**src/sv/ban_pkg.sv**
```systemverilog
// ----------------------------------------------------------------------------
// Button accordion note mapper package
// Event codes, channel numbers, pitch tables and controller/datapath types.
// ----------------------------------------------------------------------------
package ban_pkg;

  localparam logic [1:0] OP_BELLOWS = 2'd0;
  localparam logic [1:0] OP_BASS    = 2'd1;
  localparam logic [1:0] OP_CHORD   = 2'd2;
  localparam logic [1:0] OP_TREBLE  = 2'd3;

  localparam logic [1:0] CH_TREBLE = 2'd0;
  localparam logic [1:0] CH_BASS   = 2'd1;
  localparam logic [1:0] CH_CHORD  = 2'd2;

  localparam logic [1:0] CFG_KEY      = 2'd0;
  localparam logic [1:0] CFG_LAYOUT   = 2'd1;
  localparam logic [1:0] CFG_REVERSE  = 2'd2;
  localparam logic [1:0] CFG_VELOCITY = 2'd3;

  localparam logic [2:0] KEY_MAX   = 3'd6;
  localparam logic [3:0] ROW_LAST  = 4'd11;

  // Key offsets in 7-bit two's complement, so the add wraps modulo 128.
  localparam logic [6:0] KEY_OFFSET [7] = '{
    7'(3), 7'(-2), 7'(5), 7'(0), 7'(-5), 7'(2), 7'(-3)
  };

  // Indexed [layout][row][bellows direction].
  localparam logic [6:0] TREBLE_NOTE [2][12][2] = '{
    '{'{7'd48, 7'd53}, '{7'd52, 7'd57}, '{7'd55, 7'd59}, '{7'd60, 7'd62},
      '{7'd64, 7'd65}, '{7'd67, 7'd69}, '{7'd72, 7'd71}, '{7'd76, 7'd74},
      '{7'd79, 7'd77}, '{7'd84, 7'd81}, '{7'd88, 7'd83}, '{7'd91, 7'd86}},
    '{'{7'd48, 7'd53}, '{7'd52, 7'd55}, '{7'd55, 7'd59}, '{7'd60, 7'd62},
      '{7'd64, 7'd65}, '{7'd67, 7'd69}, '{7'd72, 7'd71}, '{7'd76, 7'd74},
      '{7'd79, 7'd77}, '{7'd84, 7'd81}, '{7'd88, 7'd83}, '{7'd91, 7'd86}}
  };

  // Indexed [key][bellows direction].
  localparam logic [6:0] BASS_NOTE [7][2] = '{
    '{7'd39, 7'd46}, '{7'd46, 7'd41}, '{7'd41, 7'd36}, '{7'd36, 7'd43},
    '{7'd43, 7'd38}, '{7'd38, 7'd45}, '{7'd45, 7'd40}
  };

  // Indexed [key][chord note][bellows direction].
  localparam logic [6:0] CHORD_NOTE [7][2][2] = '{
    '{'{7'd63, 7'd70}, '{7'd70, 7'd65}}, '{'{7'd70, 7'd65}, '{7'd65, 7'd60}},
    '{'{7'd65, 7'd60}, '{7'd60, 7'd67}}, '{'{7'd60, 7'd67}, '{7'd67, 7'd62}},
    '{'{7'd67, 7'd62}, '{7'd62, 7'd69}}, '{'{7'd62, 7'd69}, '{7'd69, 7'd64}},
    '{'{7'd69, 7'd64}, '{7'd64, 7'd71}}
  };

  typedef enum logic [3:0] {
    ST_IDLE,
    ST_DISPATCH,
    ST_BASS_OFF,
    ST_BASS_ON,
    ST_CHORD_OFF0,
    ST_CHORD_OFF1,
    ST_CHORD_ON0,
    ST_CHORD_ON1,
    ST_SCAN,
    ST_TREB_OFF,
    ST_TREB_ON,
    ST_BASS_ONE,
    ST_CHORD_ONE0,
    ST_CHORD_ONE1,
    ST_TREB_ONE
  } ban_state_t;

  typedef struct packed {
    logic       capture;
    logic       flip_bellows;
    logic       flip_bass;
    logic       flip_chord;
    logic       flip_button;
    logic       idx_clear;
    logic       idx_inc;
    logic       emit;
    logic       on;
    logic [1:0] chan;
    logic       chord_sel;
    logic       dir_old;
    logic       last;
  } ban_cmd_t;

  typedef struct packed {
    logic [1:0] op;
    logic       pressed;
    logic       bellows;
    logic       bass_held;
    logic       chord_held;
    logic       pos_ok;
    logic       btn_held;
    logic       cur_held;
    logic       any_held;
    logic       above_held;
    logic       idx_last;
    logic       out_free;
  } ban_status_t;

endpackage

```
**src/sv/ban_ctrl.sv**
```systemverilog
// ----------------------------------------------------------------------------
// Note mapper controller
// Sequences the result transactions of one event and the state updates.
// ----------------------------------------------------------------------------
module ban_ctrl (
  input  logic               clk,
  input  logic               rst_n,
  input  logic               in_valid,
  output logic               in_ready,
  input  ban_pkg::ban_status_t st,
  output ban_pkg::ban_cmd_t    cmd
);

  ban_pkg::ban_state_t state_r, state_nxt;

  always_ff @(posedge clk) begin
    if (!rst_n) begin
      state_r <= ban_pkg::ST_IDLE;
    end else begin
      state_r <= state_nxt;
    end
  end

  always_comb begin
    state_nxt = state_r;
    unique case (state_r)
      ban_pkg::ST_IDLE: begin
        if (in_valid) state_nxt = ban_pkg::ST_DISPATCH;
      end
      ban_pkg::ST_DISPATCH: begin
        state_nxt = ban_pkg::ST_IDLE;
        unique case (st.op)
          ban_pkg::OP_BELLOWS: begin
            if (st.pressed != st.bellows) begin
              if (st.bass_held)       state_nxt = ban_pkg::ST_BASS_OFF;
              else if (st.chord_held) state_nxt = ban_pkg::ST_CHORD_OFF0;
              else                    state_nxt = ban_pkg::ST_SCAN;
            end
          end
          ban_pkg::OP_BASS: begin
            if (st.pressed != st.bass_held) state_nxt = ban_pkg::ST_BASS_ONE;
          end
          ban_pkg::OP_CHORD: begin
            if (st.pressed != st.chord_held) state_nxt = ban_pkg::ST_CHORD_ONE0;
          end
          default: begin
            if (st.pos_ok && (st.pressed != st.btn_held)) state_nxt = ban_pkg::ST_TREB_ONE;
          end
        endcase
      end
      ban_pkg::ST_BASS_OFF: begin
        if (st.out_free) state_nxt = ban_pkg::ST_BASS_ON;
      end
      ban_pkg::ST_BASS_ON: begin
        if (st.out_free) state_nxt = st.chord_held ? ban_pkg::ST_CHORD_OFF0 : ban_pkg::ST_SCAN;
      end
      ban_pkg::ST_CHORD_OFF0: begin
        if (st.out_free) state_nxt = ban_pkg::ST_CHORD_OFF1;
      end
      ban_pkg::ST_CHORD_OFF1: begin
        if (st.out_free) state_nxt = ban_pkg::ST_CHORD_ON0;
      end
      ban_pkg::ST_CHORD_ON0: begin
        if (st.out_free) state_nxt = ban_pkg::ST_CHORD_ON1;
      end
      ban_pkg::ST_CHORD_ON1: begin
        if (st.out_free) state_nxt = ban_pkg::ST_SCAN;
      end
      ban_pkg::ST_SCAN: begin
        if (st.cur_held)      state_nxt = ban_pkg::ST_TREB_OFF;
        else if (st.idx_last) state_nxt = ban_pkg::ST_IDLE;
      end
      ban_pkg::ST_TREB_OFF: begin
        if (st.out_free) state_nxt = ban_pkg::ST_TREB_ON;
      end
      ban_pkg::ST_TREB_ON: begin
        if (st.out_free) state_nxt = st.idx_last ? ban_pkg::ST_IDLE : ban_pkg::ST_SCAN;
      end
      ban_pkg::ST_BASS_ONE: begin
        if (st.out_free) state_nxt = ban_pkg::ST_IDLE;
      end
      ban_pkg::ST_CHORD_ONE0: begin
        if (st.out_free) state_nxt = ban_pkg::ST_CHORD_ONE1;
      end
      ban_pkg::ST_CHORD_ONE1: begin
        if (st.out_free) state_nxt = ban_pkg::ST_IDLE;
      end
      ban_pkg::ST_TREB_ONE: begin
        if (st.out_free) state_nxt = ban_pkg::ST_IDLE;
      end
      default: state_nxt = ban_pkg::ST_IDLE;
    endcase
  end

  always_comb begin
    cmd      = '0;
    in_ready = 1'b0;
    unique case (state_r)
      ban_pkg::ST_IDLE: begin
        in_ready    = 1'b1;
        cmd.capture = in_valid;
      end
      ban_pkg::ST_DISPATCH: begin
        unique case (st.op)
          ban_pkg::OP_BELLOWS: begin
            cmd.flip_bellows = (st.pressed != st.bellows);
            cmd.idx_clear    = 1'b1;
          end
          ban_pkg::OP_BASS:  cmd.flip_bass  = (st.pressed != st.bass_held);
          ban_pkg::OP_CHORD: cmd.flip_chord = (st.pressed != st.chord_held);
          default: cmd.flip_button = st.pos_ok && (st.pressed != st.btn_held);
        endcase
      end
      ban_pkg::ST_BASS_OFF: begin
        cmd.emit    = st.out_free;
        cmd.chan    = ban_pkg::CH_BASS;
        cmd.dir_old = 1'b1;
      end
      ban_pkg::ST_BASS_ON: begin
        cmd.emit = st.out_free;
        cmd.on   = 1'b1;
        cmd.chan = ban_pkg::CH_BASS;
        cmd.last = !st.chord_held && !st.any_held;
      end
      ban_pkg::ST_CHORD_OFF0, ban_pkg::ST_CHORD_OFF1: begin
        cmd.emit      = st.out_free;
        cmd.chan      = ban_pkg::CH_CHORD;
        cmd.chord_sel = (state_r == ban_pkg::ST_CHORD_OFF1);
        cmd.dir_old   = 1'b1;
      end
      ban_pkg::ST_CHORD_ON0, ban_pkg::ST_CHORD_ON1: begin
        cmd.emit      = st.out_free;
        cmd.on        = 1'b1;
        cmd.chan      = ban_pkg::CH_CHORD;
        cmd.chord_sel = (state_r == ban_pkg::ST_CHORD_ON1);
        cmd.last      = (state_r == ban_pkg::ST_CHORD_ON1) && !st.any_held;
      end
      ban_pkg::ST_SCAN: begin
        cmd.idx_inc = !st.cur_held && !st.idx_last;
      end
      ban_pkg::ST_TREB_OFF: begin
        cmd.emit    = st.out_free;
        cmd.chan    = ban_pkg::CH_TREBLE;
        cmd.dir_old = 1'b1;
      end
      ban_pkg::ST_TREB_ON: begin
        cmd.emit    = st.out_free;
        cmd.on      = 1'b1;
        cmd.chan    = ban_pkg::CH_TREBLE;
        cmd.last    = !st.above_held;
        cmd.idx_inc = st.out_free && !st.idx_last;
      end
      ban_pkg::ST_BASS_ONE: begin
        cmd.emit = st.out_free;
        cmd.on   = st.pressed;
        cmd.chan = ban_pkg::CH_BASS;
        cmd.last = 1'b1;
      end
      ban_pkg::ST_CHORD_ONE0, ban_pkg::ST_CHORD_ONE1: begin
        cmd.emit      = st.out_free;
        cmd.on        = st.pressed;
        cmd.chan      = ban_pkg::CH_CHORD;
        cmd.chord_sel = (state_r == ban_pkg::ST_CHORD_ONE1);
        cmd.last      = (state_r == ban_pkg::ST_CHORD_ONE1);
      end
      ban_pkg::ST_TREB_ONE: begin
        cmd.emit = st.out_free;
        cmd.on   = st.pressed;
        cmd.chan = ban_pkg::CH_TREBLE;
        cmd.last = 1'b1;
      end
      default: cmd = '0;
    endcase
  end

endmodule

```
**src/sv/ban_datapath.sv**
```systemverilog
// ----------------------------------------------------------------------------
// Note mapper datapath
// Settings, held-note state, button pointer, pitch lookup and output register.
// ----------------------------------------------------------------------------
module ban_datapath #(
  parameter int NUM_BUTTONS = 12
) (
  input  logic                 clk,
  input  logic                 rst_n,
  input  logic                 cfg_wr_en,
  input  logic [1:0]           cfg_index,
  input  logic [6:0]           cfg_wdata,
  input  logic [7:0]           in_tdata,
  input  logic [1:0]           in_tuser,
  output logic                 out_tvalid,
  input  logic                 out_tready,
  output logic [15:0]          out_tdata,
  output logic [1:0]           out_tuser,
  output logic                 out_tlast,
  input  ban_pkg::ban_cmd_t    cmd,
  output ban_pkg::ban_status_t st
);

  localparam int IDX_W = (NUM_BUTTONS > 1) ? $clog2(NUM_BUTTONS) : 1;

  logic [2:0]             key_r;
  logic                   layout_r;
  logic                   reverse_r;
  logic [6:0]             velocity_r;

  logic [1:0]             op_r;
  logic                   pressed_r;
  logic [3:0]             pos_r;

  logic [NUM_BUTTONS-1:0] held_r;
  logic                   bellows_r;
  logic                   bass_r;
  logic                   chord_r;
  logic [IDX_W-1:0]       idx_r;

  logic                   out_valid_r;
  logic [15:0]            out_data_r;
  logic [1:0]             out_user_r;
  logic                   out_last_r;

  logic [2:0]             key_eff;
  logic [3:0]             btn_full;
  logic [IDX_W-1:0]       btn_idx;
  logic [4:0]             row_ext;
  logic [3:0]             row;
  logic                   dir;
  logic [6:0]             note;
  logic                   out_free;

  always_ff @(posedge clk) begin
    if (!rst_n) begin
      key_r      <= 3'd3;
      layout_r   <= 1'b1;
      reverse_r  <= 1'b0;
      velocity_r <= 7'd127;
    end else if (cfg_wr_en) begin
      case (cfg_index)
        ban_pkg::CFG_KEY:      key_r      <= cfg_wdata[2:0];
        ban_pkg::CFG_LAYOUT:   layout_r   <= cfg_wdata[0];
        ban_pkg::CFG_REVERSE:  reverse_r  <= cfg_wdata[0];
        ban_pkg::CFG_VELOCITY: velocity_r <= cfg_wdata;
        default: ;
      endcase
    end
  end

  always_ff @(posedge clk) begin
    if (cmd.capture) begin
      op_r      <= in_tuser;
      pressed_r <= in_tdata[0];
      pos_r     <= in_tdata[4:1];
    end
  end

  // Key position to button number; mirrored unless direct order is selected.
  assign btn_full = reverse_r ? pos_r : (4'(NUM_BUTTONS - 1) - pos_r);
  assign btn_idx  = btn_full[IDX_W-1:0];

  always_ff @(posedge clk) begin
    if (!rst_n) begin
      held_r    <= '0;
      bellows_r <= 1'b0;
      bass_r    <= 1'b0;
      chord_r   <= 1'b0;
    end else begin
      if (cmd.flip_bellows) bellows_r <= ~bellows_r;
      if (cmd.flip_bass)    bass_r    <= ~bass_r;
      if (cmd.flip_chord)   chord_r   <= ~chord_r;
      if (cmd.flip_button)  held_r[btn_idx] <= ~held_r[btn_idx];
    end
  end

  always_ff @(posedge clk) begin
    if (cmd.flip_button) begin
      idx_r <= btn_idx;
    end else if (cmd.idx_clear) begin
      idx_r <= '0;
    end else if (cmd.idx_inc) begin
      idx_r <= idx_r + 1'b1;
    end
  end

  assign key_eff = (key_r > ban_pkg::KEY_MAX) ? ban_pkg::KEY_MAX : key_r;
  assign row_ext = 5'(idx_r);
  assign row     = (row_ext > 5'(ban_pkg::ROW_LAST)) ? ban_pkg::ROW_LAST : row_ext[3:0];
  assign dir     = cmd.dir_old ? ~bellows_r : bellows_r;

  always_comb begin
    case (cmd.chan)
      ban_pkg::CH_BASS:  note = ban_pkg::BASS_NOTE[key_eff][dir];
      ban_pkg::CH_CHORD: note = ban_pkg::CHORD_NOTE[key_eff][cmd.chord_sel][dir];
      default: note = ban_pkg::TREBLE_NOTE[layout_r][row][dir] + ban_pkg::KEY_OFFSET[key_eff];
    endcase
  end

  assign out_free = !out_valid_r || out_tready;

  always_ff @(posedge clk) begin
    if (!rst_n) begin
      out_valid_r <= 1'b0;
    end else if (cmd.emit) begin
      out_valid_r <= 1'b1;
    end else if (out_tready) begin
      out_valid_r <= 1'b0;
    end
  end

  always_ff @(posedge clk) begin
    if (cmd.emit) begin
      out_data_r <= {1'b0, (cmd.on ? velocity_r : 7'd0), note, cmd.on};
      out_user_r <= cmd.chan;
      out_last_r <= cmd.last;
    end
  end

  assign out_tvalid = out_valid_r;
  assign out_tdata  = out_data_r;
  assign out_tuser  = out_user_r;
  assign out_tlast  = out_last_r;

  always_comb begin
    st            = '0;
    st.op         = op_r;
    st.pressed    = pressed_r;
    st.bellows    = bellows_r;
    st.bass_held  = bass_r;
    st.chord_held = chord_r;
    st.pos_ok     = (5'(pos_r) < 5'(NUM_BUTTONS));
    st.btn_held   = held_r[btn_idx];
    st.cur_held   = held_r[idx_r];
    st.any_held   = |held_r;
    st.above_held = |((held_r >> idx_r) >> 1);
    st.idx_last   = (idx_r == IDX_W'(NUM_BUTTONS - 1));
    st.out_free   = out_free;
  end

endmodule

```
**src/sv/button_accordion_note_mapper.sv**
```systemverilog
// A result is registered once the event is captured, dispatched and emitted; in a bellows
// reversal the treble results wait for the scan to reach each held button.
// Events are handled one at a time; a bellows reversal emits one note-off and one note-on
// per held note (up to 30 results) and scans every treble button, longer while the output stalls.
// Reset (synchronous, rst_n low) releases all notes and loads the default settings.
// ----------------------------------------------------------------------------
// Button accordion note mapper
// Turns button and bellows events into note-on and note-off transactions.
// ----------------------------------------------------------------------------
module button_accordion_note_mapper #(
  parameter int NUM_BUTTONS = 12
) (
  input  logic        clk,
  input  logic        rst_n,
  input  logic        cfg_wr_en,
  input  logic [1:0]  cfg_index,
  input  logic [6:0]  cfg_wdata,
  input  logic        in_tvalid,
  output logic        in_tready,
  input  logic [7:0]  in_tdata,   // [0] pressed, [4:1] key_position, [7:5] zero
  input  logic [1:0]  in_tuser,   // [1:0] operation
  output logic        out_tvalid,
  input  logic        out_tready,
  output logic [15:0] out_tdata,  // [0] note_on, [7:1] note_number,
                                  // [14:8] note_velocity, [15] zero
  output logic [1:0]  out_tuser,  // [1:0] channel
  output logic        out_tlast
);

  ban_pkg::ban_cmd_t    cmd;
  ban_pkg::ban_status_t st;

  ban_ctrl u_ctrl (
    .clk      (clk),
    .rst_n    (rst_n),
    .in_valid (in_tvalid),
    .in_ready (in_tready),
    .st       (st),
    .cmd      (cmd)
  );

  ban_datapath #(
    .NUM_BUTTONS (NUM_BUTTONS)
  ) u_datapath (
    .clk        (clk),
    .rst_n      (rst_n),
    .cfg_wr_en  (cfg_wr_en),
    .cfg_index  (cfg_index),
    .cfg_wdata  (cfg_wdata),
    .in_tdata   (in_tdata),
    .in_tuser   (in_tuser),
    .out_tvalid (out_tvalid),
    .out_tready (out_tready),
    .out_tdata  (out_tdata),
    .out_tuser  (out_tuser),
    .out_tlast  (out_tlast),
    .cmd        (cmd),
    .st         (st)
  );

endmodule

```
**config.mk**
```make
export PLATFORM = sky130hd
export DESIGN_NAME = button_accordion_note_mapper
export DESIGN_NICKNAME = d
export VERILOG_FILES = /design/src/sv/ban_pkg.sv /design/src/sv/ban_ctrl.sv /design/src/sv/ban_datapath.sv /design/src/sv/button_accordion_note_mapper.sv
export SDC_FILE = /design/constraint.sdc
export NUM_CORES = 1
export LEC_CHECK = 0
export ABC_CLOCK_PERIOD_IN_PS = 4800
export BUFFER_PORTS_ARGS = -buffer_cell sky130_fd_sc_hd__buf_2
export CAP_MARGIN = 20
export CORE_UTILIZATION = 35
export DETAILED_ROUTE_END_ITERATION = 6
export PLACE_DENSITY_LB_ADDON = 0.15
export SLEW_MARGIN = 10
export SYNTH_ARGS = -nofsm -noshare
export SYNTH_HDL_FRONTEND = slang
export SYNTH_HIERARCHICAL = 1
export SYNTH_SLANG_ARGS = --single-unit
```
**constraint.sdc**
```tcl
create_clock -name clk -period 4.8 [get_ports clk]
set_input_delay 0.96 -clock clk [delete_from_list [all_inputs] [get_ports clk]]
set_output_delay 0.96 -clock clk [all_outputs]
set_load 0.03 [all_outputs]
```
==> results of run 1 <==
## sequential cells by signal, indices dropped and copies added, names as in the netlist, 2 cells and up
signal,flops
u_datapath/op_r,2
u_datapath/pos_r,4
u_ctrl/state_r,4
u_datapath/idx_r,4
u_datapath/out_tdata,15
u_datapath/key_r,3
u_datapath/held_r,12
u_datapath/velocity_r,7
u_datapath/out_tuser,2
## synth_stat cells (all sizes together) (4+ instances only)
cell     n
nor3b    5
a21o     6
a211oi   7
mux2i    9
a21oi   31
mux4     5
mux2     4
o21bai   5
nand2   67
nor3    12
nand2b  14
o211ai  18
o31ai    4
xor2     9
nor2b   12
nor2    18
o21ai   32
dfxtp   32
and2    17
a32oi    4
buf     16
a31oi    4
clkbuf  23
edfxtp  29
a32o     4
nand3   15
xnor2   12
ha      24
inv     21
nand3b   4
## routing by layer
metal | track usage [%] | share of wire (%)
met5 | 0 | 0
met4 | 5.40 | 1.0
met2 | 28.1 | 49
met1 | 21.8 | 47
met3 | 3.30 | 3.5
## tightest hold or removal path: stages, from the launching register on
cell	delay (ps)
dfxtp_1	320
nand2_1	50
nand3_1	70
## cells by family (layout without fill, tap and decap cells)
| group | after synthesis | in the layout |
|---|---|---|
| and+or+nand+nor | 191 | 191 |
| AOI/OAI and AO/OA | 147 | 147 |
| DFF | 61 | 61 |
| buffers and inverters | 60 | 86 |
| adders and majority gates | 26 | 26 |
| xor gates and xnor gates | 22 | 22 |
| muxes | 18 | 18 |
| other | 1 | 1 |
## where the power goes
part           internal (mW)  leakage, nW  switching (mW)  total (mW)
clock                  0.453        0.145           0.234       0.688
sequential             0.728        0.537           0.118       0.846
combinational          0.509         1.37           0.845        1.35
total                   1.69         2.05            1.20        2.89
## worst min-delay path by stage
| stage | from | to | slack [ps] | cells after the start |
|---|---|---|---|---|
| after global placement | u_datapath/velocity_r[1] | u_datapath/velocity_r[1] | 440 | 2 |
| after CTS | u_datapath/velocity_r[3] | u_datapath/velocity_r[3] | 460 | 2 |
| after floorplan | u_datapath/velocity_r[3] | u_datapath/velocity_r[3] | 430 | 2 |
| after detailed placement | u_datapath/velocity_r[3] | u_datapath/velocity_r[3] | 450 | 2 |
| after global routing | u_datapath/velocity_r[3] | u_datapath/velocity_r[3] | 480 | 2 |
| final | u_datapath/velocity_r[1] | u_datapath/velocity_r[1] | 460 | 2 |
## area by class of cell
class                   instances  area, um2
multi-input cells             405       2840
repair buffers                 49        265
fillers                      1286       7540
well taps                     172        215
inverters                      21       78.8
clock buffers                  10        229
clock inverters                 6       87.6
flip-flops and latches         61       1510
## per-stage QoR
step,power (mW),instance area (um2)
final,2.89,5230
after global routing,3.09,5230
after CTS,2.91,5230
after detailed placement,2.21,4910
after global placement,2.20,4910
after floorplan,1.89,4630
==> results.cfg, run 1 <==
[worst_hold_path]
min-delay-path-class = reg2reg

[worst_setup_path]
critPathMaxStageDelay_ps = 510
cp_slowest_cell = dfxtp_1
startpoint_type = register
reg2reg_from = u_ctrl/state_r[0]
worstSetupEndpoint = u_datapath/out_tdata[7]
startpoint = u_ctrl/state_r[0]
criticalPathCategory = reg2reg
r2r-end = u_datapath/out_tdata[7]
worstPathCellList = or2_2, mux2_2, o32ai_1, xnor2_1, nor3_1, nor3_1, a211oi_1, a21oi_1, ha_1, o21ai_0, o21bai_1, a21oi_1, xnor2_1, o22ai_1
crit_cells = 14
cp-end-kind = register
reg2reg_depth = 14
r2r_setup_slack_ps = 780
cpLargestDelayFamily = compound AO/OA/AOI/OAI gates
path_max_fanout = 22
cp.required_ps = 4870
worstPathArrival_ps = 4090
critPathBufInv = 0

[place]
gp_congestion = 0.822
io_buffers = 40
dp_cells = 708
place_ws_ps = 824
hpwl_um = 7820

[logic_synthesis]
synth-xor-area-share_pct = 4.46
yosys_warnings = 6
syn_area_um2 = 4630
synth_seq_area_share_pct = 32.7
synth_compound_area_share_pct = 22.1
synth_top_family_by_area = simple AND/OR/NAND/NOR gates
ys_seq_elements = 61
synth_nets = 575
yosysTopAreaCell = edfxtp_1
synthMuxAreaShare_pct = 5.35
yosys-top-cells-area = edfxtp_1 19%, dfxtp_1 14%, ha_1 6.5%, nand2_1 5.4%, a21oi_1 3.4%
synth_ff_type = dfxtp_1
synth_edf_count = 29
synth_top_area_share_pct = 18.8
synthAdderAreaFrac_pct = 7.14
synthArstFlopShare_pct = 0
synthSimpleGateAreaFrac_pct = 22.3
synth_area_per_cell_um2 = 8.80
syn_inst = 526
ys_types = 76

[routing]
ant_nets = 0
wl_um = 10800
first_pass_iters = 5
drtIter0Drc = 335
route.detailed.drc = 0
num_vias = 3921
wl_per_cell_um = 14.9
via_per_inst = 5.42

[timing]
hold_viol = 0
tns_ps = 0
whs_ps = 463
finalSetupViolations = 0
finalCritPeriodShare_pct = 83.8
rsz0062_at_grt = no
slew_viol_final = 0
worst_slack_ps = 778
max_freq_mhz = 249
skew_ps = 4.06
max_slew_margin_pct = 32.8
post-route-min-period_ps = 4020
worstMarginPinSlew_ps = 1000

[pwr]
peakVddDrop_mv = 0.285
p_leak_nw = 2.05
powerDensity_nw_per_um2 = 552

[layout]
layout_commonest_cell = nand2_1
final_cell_mix = 66 x nand2_1, 41 x buf_2, 32 x dfxtp_1, 31 x a21oi_1, 29 x edfxtp_1
fin_cells = 724
final_layout_size_suffix_gt1_share_pct = 15.4
insertedDiodeCount = 0
syn2layout_area_growth_pct = 13.0
nNetsFinal = 596
fin_util_pct = 40.9

[clocking]
post-cts-setup-buffers = 0
cts_tree = yes
clkSlewWorstSetupHoldPaths_ps = 60
root_buffer = clkbuf_16
cts_hold_buffers = 0
cts_buffers = 9
clk_path_buf_depth = 2
h-tree-depth = 3
clock_latency_ps = 330
cts-resized-gates = 0
cts.sink_count = 61

[die]
start_util_pct = 36.2
core-area_um2 = 12800
ios = 45
die_area_um2 = 13700
die_h_um = 117
die_w_um = 117
rows = 41

[grt]
antenna_found_initial = 0
grt_pass1_wl_um = 17700
grt_pass1_vias = 3568
grt_max_degree = 36
grt_overflow = 0
grtUsageTotal_pct = 16.8

[job]
drv_cap = 0

[outcome]
status = complete, no violations
Power figures use the tool's default switching activity.
==> inputs of run 2 (changes only) <==
--- a/config.mk
+++ b/config.mk
@@ -5,7 +5,7 @@
 export SDC_FILE = /design/constraint.sdc
 export NUM_CORES = 1
 export LEC_CHECK = 0
-export ABC_CLOCK_PERIOD_IN_PS = 4800
+export ABC_CLOCK_PERIOD_IN_PS = 3800
 export BUFFER_PORTS_ARGS = -buffer_cell sky130_fd_sc_hd__buf_2
 export CAP_MARGIN = 20
 export CORE_UTILIZATION = 35
==> constraint.sdc (replaced) <==
create_clock -name clk -period 3.8 [get_ports clk]
set_input_delay 0.76 -clock clk [delete_from_list [all_inputs] [get_ports clk]]
set_output_delay 0.76 -clock clk [all_outputs]
set_load 0.03 [all_outputs]
==> results.cfg, run 2 (synthesized netlist as in run 1, its figures left out) <==
[clocking]
clock_latency_ps = 340
post-cts-setup-buffers = 0
cts_buffers = 9
cts_hold_buffers = 0
clkSlewWorstSetupHoldPaths_ps = 50
cts-resized-gates = 0
clk_path_buf_depth = 2
h-tree-depth = 3
cts_tree = yes
cts.sink_count = 61
root_buffer = clkbuf_16

[worst_setup_path]
worstSetupEndpoint = u_datapath/out_tdata[7]
criticalPathCategory = reg2reg
cp-end-kind = register
worstPathArrival_ps = 3530
cp_common_cell = a21oi_1
r2r-end = u_datapath/out_tdata[7]
reg2reg_from = u_datapath/idx_r[3]
startpoint = u_datapath/idx_r[3]
cpLargestDelayFamily = compound AO/OA/AOI/OAI gates
reg2reg_depth = 16
cp.required_ps = 3880
critPathMaxStageDelay_ps = 560
cp_slowest_cell = edfxtp_1
r2r_setup_slack_ps = 350
startpoint_type = register
path_max_fanout = 12
worstPathCellList = nand2_1, nand2_1, inv_1, ha_1, nor2b_1, a211oi_1, a21oi_1, nor2_1, a21oi_1, ha_1, fa_1, a211oi_1, o21bai_1, a21oi_1, xnor2_1, o22ai_1
critPathBufInv = 1
crit_cells = 16

[die]
start_util_pct = 36.2
rows = 41
core-area_um2 = 12800
die_area_um2 = 13700
ios = 45
die_w_um = 117
die_h_um = 117

[grt]
grt_use_met1_pct = 22.4
grt_pass1_wl_um = 18500
grt_pass1_vias = 3626
grtUsageTotal_pct = 17.7
antenna_found_initial = 0
grt_use_met3_pct = 3.40
busiest_layer = met2
grt_overflow = 0
met2_usage_pct = 28.7
grt_max_degree = 36

[timing]
hold_viol = 0
max_slew_margin_pct = 41.5
tns_ps = 0
finalCritPeriodShare_pct = 90.8
finalSetupViolations = 0
rsz0062_at_grt = no
worstMarginPinSlew_ps = 877
slew_viol_final = 0
max_freq_mhz = 290
skew_ps = 6.36
post-route-min-period_ps = 3450

[layout]
layout_commonest_cell = nand2_1
largest_reg_flops = 15
final_cell_mix = 66 x nand2_1, 40 x buf_2, 32 x dfxtp_1, 31 x a21oi_1, 29 x edfxtp_1
fin_util_pct = 41.2
syn2layout_area_growth_pct = 13.7
insertedDiodeCount = 0
nNetsFinal = 602
final_layout_size_suffix_gt1_share_pct = 16.5
fillCellCount = 1302

[place]
gp_congestion = 0.832
hpwl_um = 8060
io_buffers = 40

[routing]
drtIter0Drc = 296
via_per_inst = 5.39
route.detailed.drc = 0
num_vias = 3937
wl_um = 11200
wl_per_cell_um = 15.3
first_pass_iters = 4
ant_nets = 0

[pwr]
p_leak_nw = 2.08
peakVddDrop_mv = 0.237
powerDensity_nw_per_um2 = 693

[worst_hold_path]
min-delay-path-class = reg2reg
min_from = u_datapath/velocity_r[6]

[job]
drv_cap = 0

[outcome]
status = complete, no violations
run 2: changes by cell type in the layout (fill, tap and decap cells not counted):
cell,before,now
clkinvlp_4,3,1
buf_4,8,15
inv_4,0,1
clkinv_4,0,1
clkinv_2,1,2
o32ai_2,0,1
bufinv_16,2,1
o32ai_1,1,0
buf_2,41,40
run 2: metrics by stage:
step           power [mW]  instances  setup slack [ps]  area (um2)  hold WS [ps]
2_1_floorplan        2.39        526              20.9        4630           432
3_3_place_gp         2.83        714               356        4970           442
3_5_place_dp         2.84        714               365        4970           446
4_1_cts              3.67        730               347        5260           462
5_1_grt              3.94        730              17.3        5260           480
6_report             3.64        730               348        5260           459
run 2: worst reg2reg max path: cells and delay by family (launching register included):
kind,cells,cell delay (ps)
xor gates and xnor gates,1,160
adders and majority gates,3,840
and+or+nand+nor,4,520
DFF,1,560
buffers and inverters,1,110
AOI/OAI and AO/OA,7,1020
run 2: worst min-delay path by stage:
| stage | cells past startpoint | to | slack, ps |
|---|---|---|---|
| 2_1_floorplan | 2 | u_datapath/velocity_r[3] | 430 |
| 3_5_place_dp | 2 | u_datapath/velocity_r[1] | 450 |
| 3_3_place_gp | 2 | u_datapath/velocity_r[1] | 440 |
| 4_1_cts | 2 | u_datapath/velocity_r[1] | 460 |
| 6_report | 2 | u_datapath/velocity_r[6] | 460 |
| 5_1_grt | 2 | u_datapath/velocity_r[5] | 480 |
run 2: power breakdown:
part,switching (mW),total [mW],internal (mW),leakage [nW]
clock,0.301,0.807,0.506,0.143
sequential,0.106,1.03,0.920,0.537
combinational,1.14,1.81,0.676,1.40
total,1.54,3.64,2.10,2.08
run 2: layout make-up:
cell class              instances  area (um2)  area share, %
inverters                      21        78.8           1.50
repair buffers                 55         313           5.95
clock inverters                 6        62.6           1.19
clock buffers                  10         229           4.35
well taps                     172         215           4.09
flip-flops and latches         61        1510           28.7
multi-input cells             405        2850           54.2
run 2: routing by layer:
| metal | routed length (um) | vias to the layer above | part of all wire, % |
|---|---|---|---|
| met5 | 0 | - | 0 |
| met4 | 263 | 0 | 2.4 |
| met3 | 380 | 15 | 3.4 |
| met2 | 5340 | 83 | 48 |
| met1 | 5180 | 1851 | 46 |
| li1 | - | 1988 | - |
